### src/hw/rtl/fsps_pkg.sv
// ----------------------------------------------------------------------------
// fsps_pkg
// shared types and constants for the framed spi slave shifter
// ----------------------------------------------------------------------------
`default_nettype none

package fsps_pkg;

  // default size of the transmit data buffer
  localparam int BUF_BYTES_DEF = 48;

  localparam int BYTE_W  = 8;
  localparam int SLOT_W  = 3;
  localparam int INDEX_W = 6;

  // check constant: configured start byte plus received end byte
  localparam logic [BYTE_W-1:0] CHECK_SUM = 8'hFF;

  typedef enum logic [1:0] {
    CMD_CLOCK = 2'd0,
    CMD_START = 2'd1,
    CMD_END   = 2'd2,
    CMD_LOAD  = 2'd3
  } cmd_t;

  typedef enum logic [2:0] {
    PH_IDLE  = 3'd0,
    PH_START = 3'd1,
    PH_LOW   = 3'd2,
    PH_HIGH  = 3'd3,
    PH_DATA  = 3'd4,
    PH_END   = 3'd5,
    PH_DONE  = 3'd6
  } phase_t;

  localparam logic [SLOT_W-1:0] SLOT_START = 3'd0;
  localparam logic [SLOT_W-1:0] SLOT_LOW   = 3'd1;
  localparam logic [SLOT_W-1:0] SLOT_HIGH  = 3'd2;
  localparam logic [SLOT_W-1:0] SLOT_DATA  = 3'd3;
  localparam logic [SLOT_W-1:0] SLOT_END   = 3'd4;

  // configuration register indexes
  localparam logic [1:0] REG_TX_START = 2'd0;
  localparam logic [1:0] REG_TX_LOW   = 2'd1;
  localparam logic [1:0] REG_TX_HIGH  = 2'd2;

  typedef struct packed {
    cmd_t               cmd;
    logic               mosi_bit;
    logic [INDEX_W-1:0] tx_index;
    logic [BYTE_W-1:0]  tx_value;
  } item_t;

  typedef struct packed {
    logic               miso_bit;
    logic               byte_done;
    logic [BYTE_W-1:0]  rx_byte;
    logic [SLOT_W-1:0]  rx_slot;
    logic [INDEX_W-1:0] rx_index;
    logic               check_failed;
    logic [BYTE_W-1:0]  error_count;
    logic               frame_active;
  } result_t;

  typedef struct packed {
    logic [BYTE_W-1:0] start_byte;
    logic [BYTE_W-1:0] low_byte;
    logic [BYTE_W-1:0] high_byte;
  } txcfg_t;

endpackage

`default_nettype wire

### src/hw/rtl/framed_spi_slave_shifter_unit.sv
// ----------------------------------------------------------------------------
// framed_spi_slave_shifter_unit
// framed spi slave (mode 0, msb first) driven by a stream of edge/frame commands
// ----------------------------------------------------------------------------
//
// channel   dir  handshake                    payload
// s_axis    in   s_axis_tvalid/s_axis_tready  tuser cmd, tdata mosi/tx_index/tx_value
// m_axis    out  m_axis_tvalid/m_axis_tready  tdata result fields
// cfg       in   cfg_we (no wait)             cfg_index, cfg_data
//
// one item per cycle sustained while the output drains: an accepted item sits in the
// input register, then the sequencer updates and loads the result register, which holds
// the result until the output takes it
// the buffer ram is read one item ahead with a write bypass, so edges need no wait
// rst is synchronous; it clears sequencer, counters, config and buffer valid bits
// a stalled output holds the input register; input ready drops only then
//
`default_nettype none

module framed_spi_slave_shifter_unit #(
  parameter int BUF_BYTES = fsps_pkg::BUF_BYTES_DEF
) (
  input  wire logic        clk,
  input  wire logic        rst,
  // input items
  input  wire logic        s_axis_tvalid,
  output logic             s_axis_tready,
  input  wire logic [15:0] s_axis_tdata,   // mosi_bit, tx_index[5:0], tx_value[7:0], pad
  input  wire logic [1:0]  s_axis_tuser,   // cmd[1:0]
  // result items
  output logic             m_axis_tvalid,
  input  wire logic        m_axis_tready,
  output logic      [31:0] m_axis_tdata,   // miso_bit, byte_done, rx_byte[7:0],
                                           // rx_slot[2:0], rx_index[5:0], check_failed,
                                           // error_count[7:0], frame_active, pad
  // configuration writes
  input  wire logic        cfg_we,
  input  wire logic [1:0]  cfg_index,
  input  wire logic [7:0]  cfg_data
);

  import fsps_pkg::*;

  localparam int AW = (BUF_BYTES > 1) ? $clog2(BUF_BYTES) : 1;

  item_t             in_item;
  item_t             stage;
  logic              stage_valid;
  logic              fire;
  txcfg_t            txcfg;
  result_t           res;
  result_t           out_res;
  logic              out_valid;
  logic              buf_we;
  logic [AW-1:0]     buf_waddr;
  logic [AW-1:0]     buf_raddr;
  logic [BYTE_W-1:0] buf_byte;

  // unpack the incoming item
  assign in_item.cmd      = cmd_t'(s_axis_tuser);
  assign in_item.mosi_bit = s_axis_tdata[0];
  assign in_item.tx_index = s_axis_tdata[6:1];
  assign in_item.tx_value = s_axis_tdata[14:7];

  // the staged item is processed when the result register is free or draining
  assign fire          = stage_valid && (!out_valid || m_axis_tready);
  assign s_axis_tready = !stage_valid || fire;

  always_ff @(posedge clk) begin
    if (rst) begin
      stage_valid <= 1'b0;
    end else if (s_axis_tready) begin
      stage_valid <= s_axis_tvalid;
    end
  end

  always_ff @(posedge clk) begin
    if (s_axis_tready && s_axis_tvalid) begin
      stage <= in_item;
    end
  end

  // configuration registers
  always_ff @(posedge clk) begin
    if (rst) begin
      txcfg <= '0;
    end else if (cfg_we) begin
      unique case (cfg_index)
        REG_TX_START: txcfg.start_byte <= cfg_data;
        REG_TX_LOW:   txcfg.low_byte   <= cfg_data;
        REG_TX_HIGH:  txcfg.high_byte  <= cfg_data;
        default: begin
        end
      endcase
    end
  end

  fsps_frame #(
    .BUF_BYTES (BUF_BYTES)
  ) u_frame (
    .clk       (clk),
    .rst       (rst),
    .fire      (fire),
    .item      (stage),
    .txcfg     (txcfg),
    .buf_byte  (buf_byte),
    .res       (res),
    .buf_we    (buf_we),
    .buf_waddr (buf_waddr),
    .buf_raddr (buf_raddr)
  );

  fsps_txbuf #(
    .DEPTH (BUF_BYTES)
  ) u_txbuf (
    .clk   (clk),
    .rst   (rst),
    .we    (buf_we),
    .waddr (buf_waddr),
    .wdata (stage.tx_value),
    .raddr (buf_raddr),
    .rdata (buf_byte)
  );

  // result register
  always_ff @(posedge clk) begin
    if (rst) begin
      out_valid <= 1'b0;
    end else if (fire) begin
      out_valid <= 1'b1;
    end else if (m_axis_tready) begin
      out_valid <= 1'b0;
    end
  end

  always_ff @(posedge clk) begin
    if (fire) begin
      out_res <= res;
    end
  end

  assign m_axis_tvalid = out_valid;
  assign m_axis_tdata  = {3'b000, out_res.frame_active, out_res.error_count,
                          out_res.check_failed, out_res.rx_index, out_res.rx_slot,
                          out_res.rx_byte, out_res.byte_done, out_res.miso_bit};

  // a failed check only comes with a completed end byte
  assert property (@(posedge clk) disable iff (rst)
    out_valid && out_res.check_failed |-> out_res.byte_done && out_res.rx_slot == SLOT_END)
    else $error("check failure without a completed end byte");

  // with no frame open the line idles high and no byte completes
  assert property (@(posedge clk) disable iff (rst)
    out_valid && !out_res.frame_active |-> out_res.miso_bit && !out_res.byte_done)
    else $error("bit activity outside a frame");

  // the error counter moves only on a failed check
  assert property (@(posedge clk) disable iff (rst)
    fire && !res.check_failed && $past(fire) && !$past(rst) |->
      res.error_count == $past(res.error_count))
    else $error("error count changed without a failed check");

  // only data bytes carry a position
  assert property (@(posedge clk) disable iff (rst)
    out_valid && out_res.rx_slot != SLOT_DATA |-> out_res.rx_index == '0)
    else $error("position reported outside a data byte");

endmodule

`default_nettype wire

### src/hw/rtl/fsps_ram.sv
// ----------------------------------------------------------------------------
// fsps_ram
// generic single write port ram with one registered read port
// ----------------------------------------------------------------------------
`default_nettype none

module fsps_ram #(
  parameter int WIDTH = 8,
  parameter int DEPTH = 48,
  localparam int AW = (DEPTH > 1) ? $clog2(DEPTH) : 1
) (
  input  wire logic             clk,
  input  wire logic             we,
  input  wire logic [AW-1:0]    waddr,
  input  wire logic [WIDTH-1:0] wdata,
  input  wire logic [AW-1:0]    raddr,
  output logic      [WIDTH-1:0] rdata
);

  logic [WIDTH-1:0] mem [DEPTH];

  always_ff @(posedge clk) begin
    if (we) begin
      mem[waddr] <= wdata;
    end
    rdata <= mem[raddr];
  end

endmodule

`default_nettype wire

### src/hw/rtl/fsps_txbuf.sv
// ----------------------------------------------------------------------------
// fsps_txbuf
// transmit data buffer: ram plus per-entry valid bits and write bypass
// ----------------------------------------------------------------------------
`default_nettype none

module fsps_txbuf #(
  parameter int DEPTH = fsps_pkg::BUF_BYTES_DEF,
  localparam int AW = (DEPTH > 1) ? $clog2(DEPTH) : 1
) (
  input  wire logic                      clk,
  input  wire logic                      rst,
  input  wire logic                      we,
  input  wire logic [AW-1:0]             waddr,
  input  wire logic [fsps_pkg::BYTE_W-1:0] wdata,
  input  wire logic [AW-1:0]             raddr,
  output logic      [fsps_pkg::BYTE_W-1:0] rdata
);

  import fsps_pkg::*;

  logic [DEPTH-1:0]  valid;
  logic              rd_valid;
  logic              byp_hit;
  logic [BYTE_W-1:0] byp_data;
  logic [BYTE_W-1:0] ram_q;

  fsps_ram #(
    .WIDTH (BYTE_W),
    .DEPTH (DEPTH)
  ) u_ram (
    .clk   (clk),
    .we    (we),
    .waddr (waddr),
    .wdata (wdata),
    .raddr (raddr),
    .rdata (ram_q)
  );

  // entries never written read as zero
  always_ff @(posedge clk) begin
    if (rst) begin
      valid    <= '0;
      rd_valid <= 1'b0;
      byp_hit  <= 1'b0;
    end else begin
      if (we) begin
        valid[waddr] <= 1'b1;
      end
      rd_valid <= valid[raddr];
      byp_hit  <= we && (waddr == raddr);
    end
  end

  always_ff @(posedge clk) begin
    byp_data <= wdata;
  end

  assign rdata = byp_hit ? byp_data : (rd_valid ? ram_q : '0);

endmodule

`default_nettype wire

### src/hw/rtl/fsps_frame.sv
// ----------------------------------------------------------------------------
// fsps_frame
// frame sequencer: phase, bit counter, receive shifter and frame check
// ----------------------------------------------------------------------------
`default_nettype none

module fsps_frame #(
  parameter int BUF_BYTES = fsps_pkg::BUF_BYTES_DEF,
  localparam int AW = (BUF_BYTES > 1) ? $clog2(BUF_BYTES) : 1
) (
  input  wire logic                        clk,
  input  wire logic                        rst,
  input  wire logic                        fire,
  input  wire fsps_pkg::item_t             item,
  input  wire fsps_pkg::txcfg_t            txcfg,
  input  wire logic [fsps_pkg::BYTE_W-1:0] buf_byte,
  output fsps_pkg::result_t                res,
  output logic                             buf_we,
  output logic      [AW-1:0]               buf_waddr,
  output logic      [AW-1:0]               buf_raddr
);

  import fsps_pkg::*;

  localparam logic [AW-1:0] LAST_INDEX = AW'(BUF_BYTES - 1);

  phase_t            phase, phase_next;
  logic [2:0]        bit_pos, bit_pos_next;
  logic [BYTE_W-1:0] rx_shift, rx_shift_next;
  logic [AW-1:0]     data_index, data_index_next;
  logic [BYTE_W-1:0] start_compl, start_compl_next;
  logic [BYTE_W-1:0] fail_count, fail_count_next;
  logic [BYTE_W-1:0] tx_byte;
  logic [BYTE_W-1:0] shifted;
  logic [BYTE_W-1:0] check_sum;
  logic              shifting;

  always_ff @(posedge clk) begin
    if (rst) begin
      phase       <= PH_IDLE;
      bit_pos     <= '0;
      rx_shift    <= '0;
      data_index  <= '0;
      start_compl <= '0;
      fail_count  <= '0;
    end else if (fire) begin
      phase       <= phase_next;
      bit_pos     <= bit_pos_next;
      rx_shift    <= rx_shift_next;
      data_index  <= data_index_next;
      start_compl <= start_compl_next;
      fail_count  <= fail_count_next;
    end
  end

  // transmit byte of the current slot
  always_comb begin
    unique case (phase)
      PH_START: tx_byte = txcfg.start_byte;
      PH_LOW:   tx_byte = txcfg.low_byte;
      PH_HIGH:  tx_byte = txcfg.high_byte;
      PH_DATA:  tx_byte = buf_byte;
      PH_END:   tx_byte = start_compl;
      default:  tx_byte = '1;
    endcase
  end

  assign shifted   = {rx_shift[BYTE_W-2:0], item.mosi_bit};
  assign check_sum = txcfg.start_byte + shifted;
  assign shifting  = (phase == PH_START) || (phase == PH_LOW) || (phase == PH_HIGH) ||
                     (phase == PH_DATA) || (phase == PH_END);

  always_comb begin
    phase_next       = phase;
    bit_pos_next     = bit_pos;
    rx_shift_next    = rx_shift;
    data_index_next  = data_index;
    start_compl_next = start_compl;
    fail_count_next  = fail_count;
    res              = '0;
    res.miso_bit     = 1'b1;

    unique case (item.cmd)
      CMD_START: begin
        phase_next      = PH_START;
        bit_pos_next    = '0;
        rx_shift_next   = '0;
        data_index_next = '0;
      end
      CMD_END: begin
        phase_next    = PH_IDLE;
        bit_pos_next  = '0;
        rx_shift_next = '0;
      end
      CMD_LOAD: begin
      end
      CMD_CLOCK: begin
        if (shifting) begin
          res.miso_bit = tx_byte[~bit_pos];
          if (bit_pos == 3'd7) begin
            res.byte_done = 1'b1;
            res.rx_byte   = shifted;
            bit_pos_next  = '0;
            rx_shift_next = '0;
            unique case (phase)
              PH_START: begin
                res.rx_slot      = SLOT_START;
                start_compl_next = ~shifted;
                phase_next       = PH_LOW;
              end
              PH_LOW: begin
                res.rx_slot = SLOT_LOW;
                phase_next  = PH_HIGH;
              end
              PH_HIGH: begin
                res.rx_slot = SLOT_HIGH;
                phase_next  = PH_DATA;
              end
              PH_DATA: begin
                res.rx_slot  = SLOT_DATA;
                res.rx_index = INDEX_W'(data_index);
                if (data_index != LAST_INDEX) begin
                  data_index_next = data_index + 1'b1;
                end else begin
                  phase_next = PH_END;
                end
              end
              default: begin
                // end byte: frame check
                res.rx_slot = SLOT_END;
                if (check_sum != CHECK_SUM) begin
                  res.check_failed = 1'b1;
                  fail_count_next  = fail_count + 1'b1;
                end
                phase_next = PH_DONE;
              end
            endcase
          end else begin
            bit_pos_next  = bit_pos + 1'b1;
            rx_shift_next = shifted;
          end
        end
      end
    endcase

    res.error_count  = fail_count_next;
    res.frame_active = (phase_next != PH_IDLE);
  end

  assign buf_we    = fire && (item.cmd == CMD_LOAD) && (32'(item.tx_index) < BUF_BYTES);
  assign buf_waddr = AW'(item.tx_index);
  // read ahead the entry that the index holds after this cycle
  assign buf_raddr = fire ? data_index_next : data_index;

endmodule

`default_nettype wire
### config.mk
export PLATFORM = sky130hd
export DESIGN_NAME = framed_spi_slave_shifter_unit
export DESIGN_NICKNAME = d
export VERILOG_FILES = /design/src/hw/rtl/fsps_pkg.sv /design/src/hw/rtl/framed_spi_slave_shifter_unit.sv /design/src/hw/rtl/fsps_ram.sv /design/src/hw/rtl/fsps_txbuf.sv /design/src/hw/rtl/fsps_frame.sv
export SDC_FILE = /design/constraint.sdc
export NUM_CORES = 1
export LEC_CHECK = 0
export BUFFER_PORTS_ARGS = -buffer_cell sky130_fd_sc_hd__buf_2
export CAP_MARGIN = 20
export CORE_MARGIN = 2
export CORE_UTILIZATION = 58
export DETAILED_ROUTE_END_ITERATION = 8
export PLACE_DENSITY_LB_ADDON = 0.05
export SYNTH_ARGS = -nofsm -noshare
export SYNTH_HDL_FRONTEND = slang
export SYNTH_SLANG_ARGS = --single-unit
### constraint.sdc
create_clock -name clk -period 7.14 [get_ports clk]
set_clock_uncertainty 0.15 [all_clocks]
set_input_delay 1.428 -clock clk [delete_from_list [all_inputs] [get_ports clk]]
set_output_delay 1.428 -clock clk [all_outputs]
set_load 0.03 [all_outputs]
# ---- Word level (Yosys, flattened, before mapping)
# Memories as Yosys holds them, arrays and structs flattened. A register that Yosys moved wholly into a read port is not among the register bits.
# Cells that the tools add are included.
dict set report word_totals {
  ff_bits 165
  mem_bits_rw 384
  inputBits 33
  output_inout_bits 34
  wordCells 128
  memories 1
}
# name words width rd rd_clocked_by_memory_dff wr line
set memory_table {}
lappend memory_table {u_txbuf.u_ram.mem 48 8 1 1 1 fsps_ram.sv:20} ;# logic [WIDTH-1:0] mem [DEPTH];
dict set report op_classes {
  n_addsub 4
  order_cmp 5
  n_eq_ne 15
  muxes 40
  bitwise 6
  n_reduce_logical 30
}
# operator count
set op_table {}
lappend op_table {{$mux W8} 7}
lappend op_table {{$or A48 B48 Y48} 1}
lappend op_table {{$pmux W8 S5} 1}
lappend op_table {{$mux W6} 6}
lappend op_table {{$pmux W3 S4} 2}
lappend op_table {{$mux W19} 1}
lappend op_table {{$mux W3} 5}
lappend op_table {{$lt A6 B7 Y1 const B} 2}
lappend op_table {{$mux W7} 2}
lappend op_table {{$pmux W7 S2} 1}
lappend op_table {{$pmux W6 S2} 1}
lappend op_table {{$eq A3 B3 Y1 const B} 3}
lappend op_table {{$mux W1} 9}
lappend op_table {{$pmux W3 S3} 1}
lappend op_table {{$add A8 B1 Y8 const B} 1}
lappend op_table {{$add A8 B8 Y8} 1}
lappend op_table {{$ne A8 B8 Y1 const B} 1}
lappend op_table {{$not A8 Y8} 1}
lappend op_table {{$reduce_and A2 Y1} 4}
lappend op_table {{$reduce_or A7 Y1} 1}
lappend op_table {{$add A6 B1 Y6 const B} 1}
lappend op_table {{$bmux W1 S6} 1}
lappend op_table {{$demux W1 S6} 1}
lappend op_table {{$eq A2 B2 Y1 const B} 3}
lappend op_table {{25 further kinds} 43}

# ---- Depth between registers and ports, before layout
dict set report logic_depth {
  ltp_word 10
  mapped_depth 16
  mapped_depth_nobuf 11
}

# ---- Hierarchy
# Synthesis repeated with hierarchy kept, for this count alone.
dict set report hier_totals {
  hier_cells 1573
  hier_area_um2 23224.8
}
# module n_inst cells_per_inst area_per_inst_um2 seq_area_each_um2
set by_module_without_submodules {}
lappend by_module_without_submodules {fsps_ram 1 793 15349.7 11691.2}
lappend by_module_without_submodules {fsps_frame 1 383 2994.1 700.7}
lappend by_module_without_submodules {framed_spi_slave_shifter_unit 1 149 2486.1 1901.8}
lappend by_module_without_submodules {fsps_txbuf 1 248 2394.8 1161.1}

# ---- Worst setup path before layout
# No wires, ideal clock.
dict set report synth_timing {
  path_kind {input to register}
  start {in m_axis_tready}
  end {reg u_txbuf.u_ram.rdata[0] (read register of u_txbuf.u_ram.mem)}
  setup_time_ps 122
  arrival_time_ps 4025
  t_required_ps 6868
  path_slack_ps 2843
  cell_stages 9
  n_path_buf 1
  cell_sequence {nand2b_1 -> buf_2 -> nand2_1 -> clkinv_1 -> a221oi_4 -> nand2_1 -> nor2_2 -> a22oi_1 -> a311o_1}
}
dict set report synth_via {
  elab_chain_cells 3
}
# item line
set synth_lines {}
lappend synth_lines {{start, declared} framed_spi_slave_shifter_unit.sv:32} ;# input wire logic m_axis_tready,
lappend synth_lines {{$logic_or A1 B1 Y1} framed_spi_slave_shifter_unit.sv:66} ;# assign fire = stage_valid && (!out_valid || m_axis_tready);
lappend synth_lines {{$logic_and A1 B1 Y1} framed_spi_slave_shifter_unit.sv:66}
lappend synth_lines {{named net fire} framed_spi_slave_shifter_unit.sv:49} ;# logic fire;
lappend synth_lines {{$mux W6} fsps_frame.sv:153} ;# assign buf_raddr = fire ? data_index_next : data_index;
lappend synth_lines {{end, declared} fsps_ram.sv:17} ;# output logic [WIDTH-1:0] rdata
# The timed path passes the listed nets, and every way through them passes these cells.
# A chain may end at the register's enable or synchronous reset.

# ---- Worst setup path in the final report
dict set report layout_timing {
  start {reg stage[16] (netlist bit)}
  end {reg u_txbuf.u_ram.rdata[3] (read register of u_txbuf.u_ram.mem)}
}
dict set report layout_via {
  elab_chain_cells 3
  word_cells_on_any_way 4
  classes_between {1 x eq/ne; 2 x mux; 1 x reduce/logical}
}
# item line
set layout_lines {}
lappend layout_lines {{start, declared} framed_spi_slave_shifter_unit.sv:47} ;# item_t stage;
lappend layout_lines {{start signal, assigned} framed_spi_slave_shifter_unit.sv:79} ;# stage <= in_item;
lappend layout_lines {{$eq A2 B1 Y1 or $logic_not A2 Y1 (tied branches)} fsps_frame.sv:83} ;# unique case (item.cmd)
lappend layout_lines {{$pmux W6 S2 *} fsps_frame.sv:83}
lappend layout_lines {{$mux W6 *} fsps_frame.sv:153}
# Mark *: on every way between the ends. The rest lies on a longest branch, timed or not.

==> results.py <==
metrics = {
    "timing": {
        "report.final.slew_viol_count": 0,
        "timing.final.crit_share": 0.6616,
        "rsz0062_at_grt": "no",
        "fmax_mhz": 211.7,
        "setup_viol": 0,
        "hold_viol_final": 0,
        "relSlewSlack": 0.2801,
        "fin_crit_ps": 4724,
        "tightest_slew_ps": 1076,
        "fin_tns_setup_ps": 0,
    },
    "place": {
        "gp_congestion": 0.8585,
        "placed_area_um2": 23680,
        "dp_hpwl_um": 34030,
        "io_buffers": 62,
    },
    "finish": {
        "drive_gt1_frac": 0.1014,
        "fin_area_um2": 25570,
        "multi_input_area_um2": 6954,
        "seq_area_um2": 15450,
        "area_delta_synth_final_pct": 10.95,
        "fillers": 3072,
        "layout.nets": 2113,
        "n_antenna_cell": 0,
    },
    "logic_synthesis": {
        "synthCells": 2032,
        "ys_top_cells_by_area": "edfxtp_1 56%, dfxtp_1 11%, nand2_1 6.8%",
        "synth_warnings": 0,
        "synth.yosys.seq_area_share": 0.6707,
        "synth_area_leader_cell": "edfxtp_1",
        "synth.distinct_cells": 84,
        "syn-cell-area_um2": 23040,
        "synth_edf_count": 430,
        "yosysTopAreaCellShare": 0.5604,
        "async_flop_share": 0,
        "ys_ff_latch": 557,
        "synth_top_flop_cell": "edfxtp_1",
        "syn_avg_cell_area_um2": 11.34,
    },
    "drt": {
        "drt_iter0_drc": 1649,
        "vias_per_cell": 5.878,
        "vias": 15488,
        "drc": 0,
        "dr.pass1.iters": 6,
        "routedWlPerCell_um": 21.53,
        "ant_nets": 0,
        "routed_wl_um": 56720,
    },
    "grt": {
        "antenna_found_initial": 0,
        "grt_pass1_wl_um": 86260,
        "grt_pass1_vias": 14526,
        "gr-total-overflow": 0,
        "grt_max_degree": 83,
        "track_usage": 0.2748,
    },
    "clock_network": {
        "cts_hold_buf": 0,
        "clockBufferDepth": 3,
        "post_cts_buffers": 0,
        "cts_buffers": 56,
        "clkTransAtPathRegs_ps": 60,
        "cts.root.buffer_cell": "clkbuf_16",
        "insertion_delay_ps": 610,
        "cts_tree": "yes",
        "clock_sinks": 557,
        "cts_resized": 0,
        "htreeDepth": 2,
    },
    "floorplanning": {
        "core_area_um2": 39460,
        "fp-row-count": 73,
        "start_util": 0.5840,
        "io_pins": 67,
        "die_area_um2": 41340,
        "die_w_um": 203.3,
        "die_h_um": 203.3,
    },
    "worst_setup_path": {
        "cp_data_arrival_time_ps": 5130,
        "critPathRequiredTime_ps": 7550,
        "cp_cell_sequence": "inv_1 -> ha_1 -> and2_1 -> and2_1 -> nand4_4 -> nand2_4 -> buf_4 -> nor2_1 -> o21ai_0 -> a211oi_1 -> o31ai_1 -> a311o_1",
        "critical_path.top_delay_family": "simple AND/OR/NAND/NOR gates",
        "crit_top_cell": "and2_1",
        "startpoint_type": "register",
        "worst_setup_path_end_kind": "register",
        "slowest_delay_ps": 810,
        "path_max_fanout": 82,
        "critPathBufInv": 2,
        "worst_path_max_delay_cell": "nand2_4",
        "critical_path_class": "reg2reg",
    },
    "flow_run": {
        "cap_violations": 0,
    },
    "outcome": {
        "status": "finished, final reports clean",
    },
    "power_and_ir_drop": {
        "leakagePower_nw": 9.074,
        "peakVddDrop_mv": 0.2312,
        "p_per_area_nw_per_um2": 260.3,
    },
    "min_path": {
        "min_path_type": "reg2reg",
    },
}
[routing by layer]
| layer | track usage | part of all wire | vias up |
|---|---|---|---|
| li1 | - | - | 7296 |
| met4 | 0.1056 | 0.030 | 0 |
| met2 | 0.4363 | 0.47 | 611 |
| met1 | 0.3898 | 0.42 | 7488 |
| met5 | 0 | 0 | - |
| met3 | 0.03611 | 0.071 | 93 |
[layout make-up]
class | instances | area share
flip-flops and latches | 557 | 0.6045
multi-input cells | 1340 | 0.2720
clock buffers | 78 | 0.06323
well taps | 525 | 0.02569
repair buffers | 94 | 0.02227
clock inverters | 27 | 0.01023
inverters | 14 | 0.002055
[cells in the mapped netlist, types with 10 or more instances]
cell type  instances
a211oi_1          15
a21oi_1           86
a22oi_1           19
and2_1            13
and3_1            18
buf_2             46
buf_4             12
clkbuf_1          50
dfxtp_1          127
edfxtp_1         430
ha_1              16
inv_1             13
mux2i_1           41
nand2_1          420
nand3_1          195
nor2_1           281
nor3_1            13
o21ai_0           34
o22ai_1           10
xnor2_1           14
xor2_1            10
[power by group]
part	internal [mW]	switching, mW
clock	1.76	1.22
combinational	0.0341	0.120
sequential	3.51	0.0145
total	5.30	1.35
[metrics by stage]
stage / setup slack [ps] / utilization / total power [mW] / std cells / hold slack (ps)
2_1_floorplan: 2843 / - / 3.684 / 2034 / 281.8
3_3_place_gp: 1896 / 0.6000 / 3.745 / 2529 / 291.8
3_5_place_dp: 1831 / 0.6000 / 3.750 / 2529 / 300.0
4_1_cts: 2435 / 0.6476 / 6.688 / 2634 / 313.8
5_1_grt: 2145 / 0.6479 / 6.833 / 2635 / 330.6
6_report: 2416 / 0.6479 / 6.654 / 2635 / 310.8
[cell usage in the layout, fill, tap and decap left out, types with 10 or more instances in the layout]
master / n
xnor2_1: 14
ha_1: 16
and3_1: 18
inv_1: 13
nand3_1: 195
clkbuf_1: 11
nor2_1: 281
xor2_1: 10
o22ai_1: 10
edfxtp_1: 430
buf_4: 31
a22oi_1: 19
clkbuf_16: 58
nand2_1: 420
a211oi_1: 15
mux2i_1: 41
and2_1: 12
nor3_1: 13
a21oi_1: 86
o21ai_0: 34
clkinv_2: 11
dfxtp_1: 127
buf_2: 61
[cell families after synthesis]
logic type,after synthesis,share of synthesized area
AND/OR/NAND/NOR,1001,0.1874
flip-flops,557,0.6707
AO/OA/AOI/OAI,248,0.07255
buffers and inverters,137,0.02927
multiplexers,47,0.02123
XOR/XNOR,24,0.009122
adder cells (fa/ha/maj),17,0.009557
other,1,0.0001627
[final timing paths]
check                         from                     end  slack (ps)  cells past startpoint
setup / recovery         stage[16]  u_txbuf.u_ram.rdata[3]        2420                     12
hold / removal    u_txbuf.valid[9]        u_txbuf.valid[9]         310                      2
setup reg to reg         stage[16]  u_txbuf.u_ram.rdata[3]        2420                     12
hold reg to reg   u_txbuf.valid[9]        u_txbuf.valid[9]         310                      2
[sequential cells by signal, summed over array words and instances (netlist names), 3 cells and up]
register,flops
u_txbuf.u_ram.mem,384
u_frame.bit_pos,3
u_frame.rx_shift,7
u_frame.start_compl,8
u_txbuf.valid,48
m_axis_tdata,29
u_frame.data_index,6
stage,17
u_txbuf.u_ram.rdata,8
txcfg,24
u_txbuf.byp_data,8
u_frame.fail_count,8
u_frame.phase,3
[worst register-to-register path, delay by kind of cell (launching register included)]
| family | cells | cell delay, ps |
|---|---|---|
| AOI/OAI and AO/OA | 4 | 1140 |
| and+or+nand+nor | 5 | 1780 |
| buffers and inverters | 2 | 530 |
| adders and majority gates | 1 | 640 |
| DFF | 1 | 430 |
Note: power is estimated with default switching activity, not from simulation.
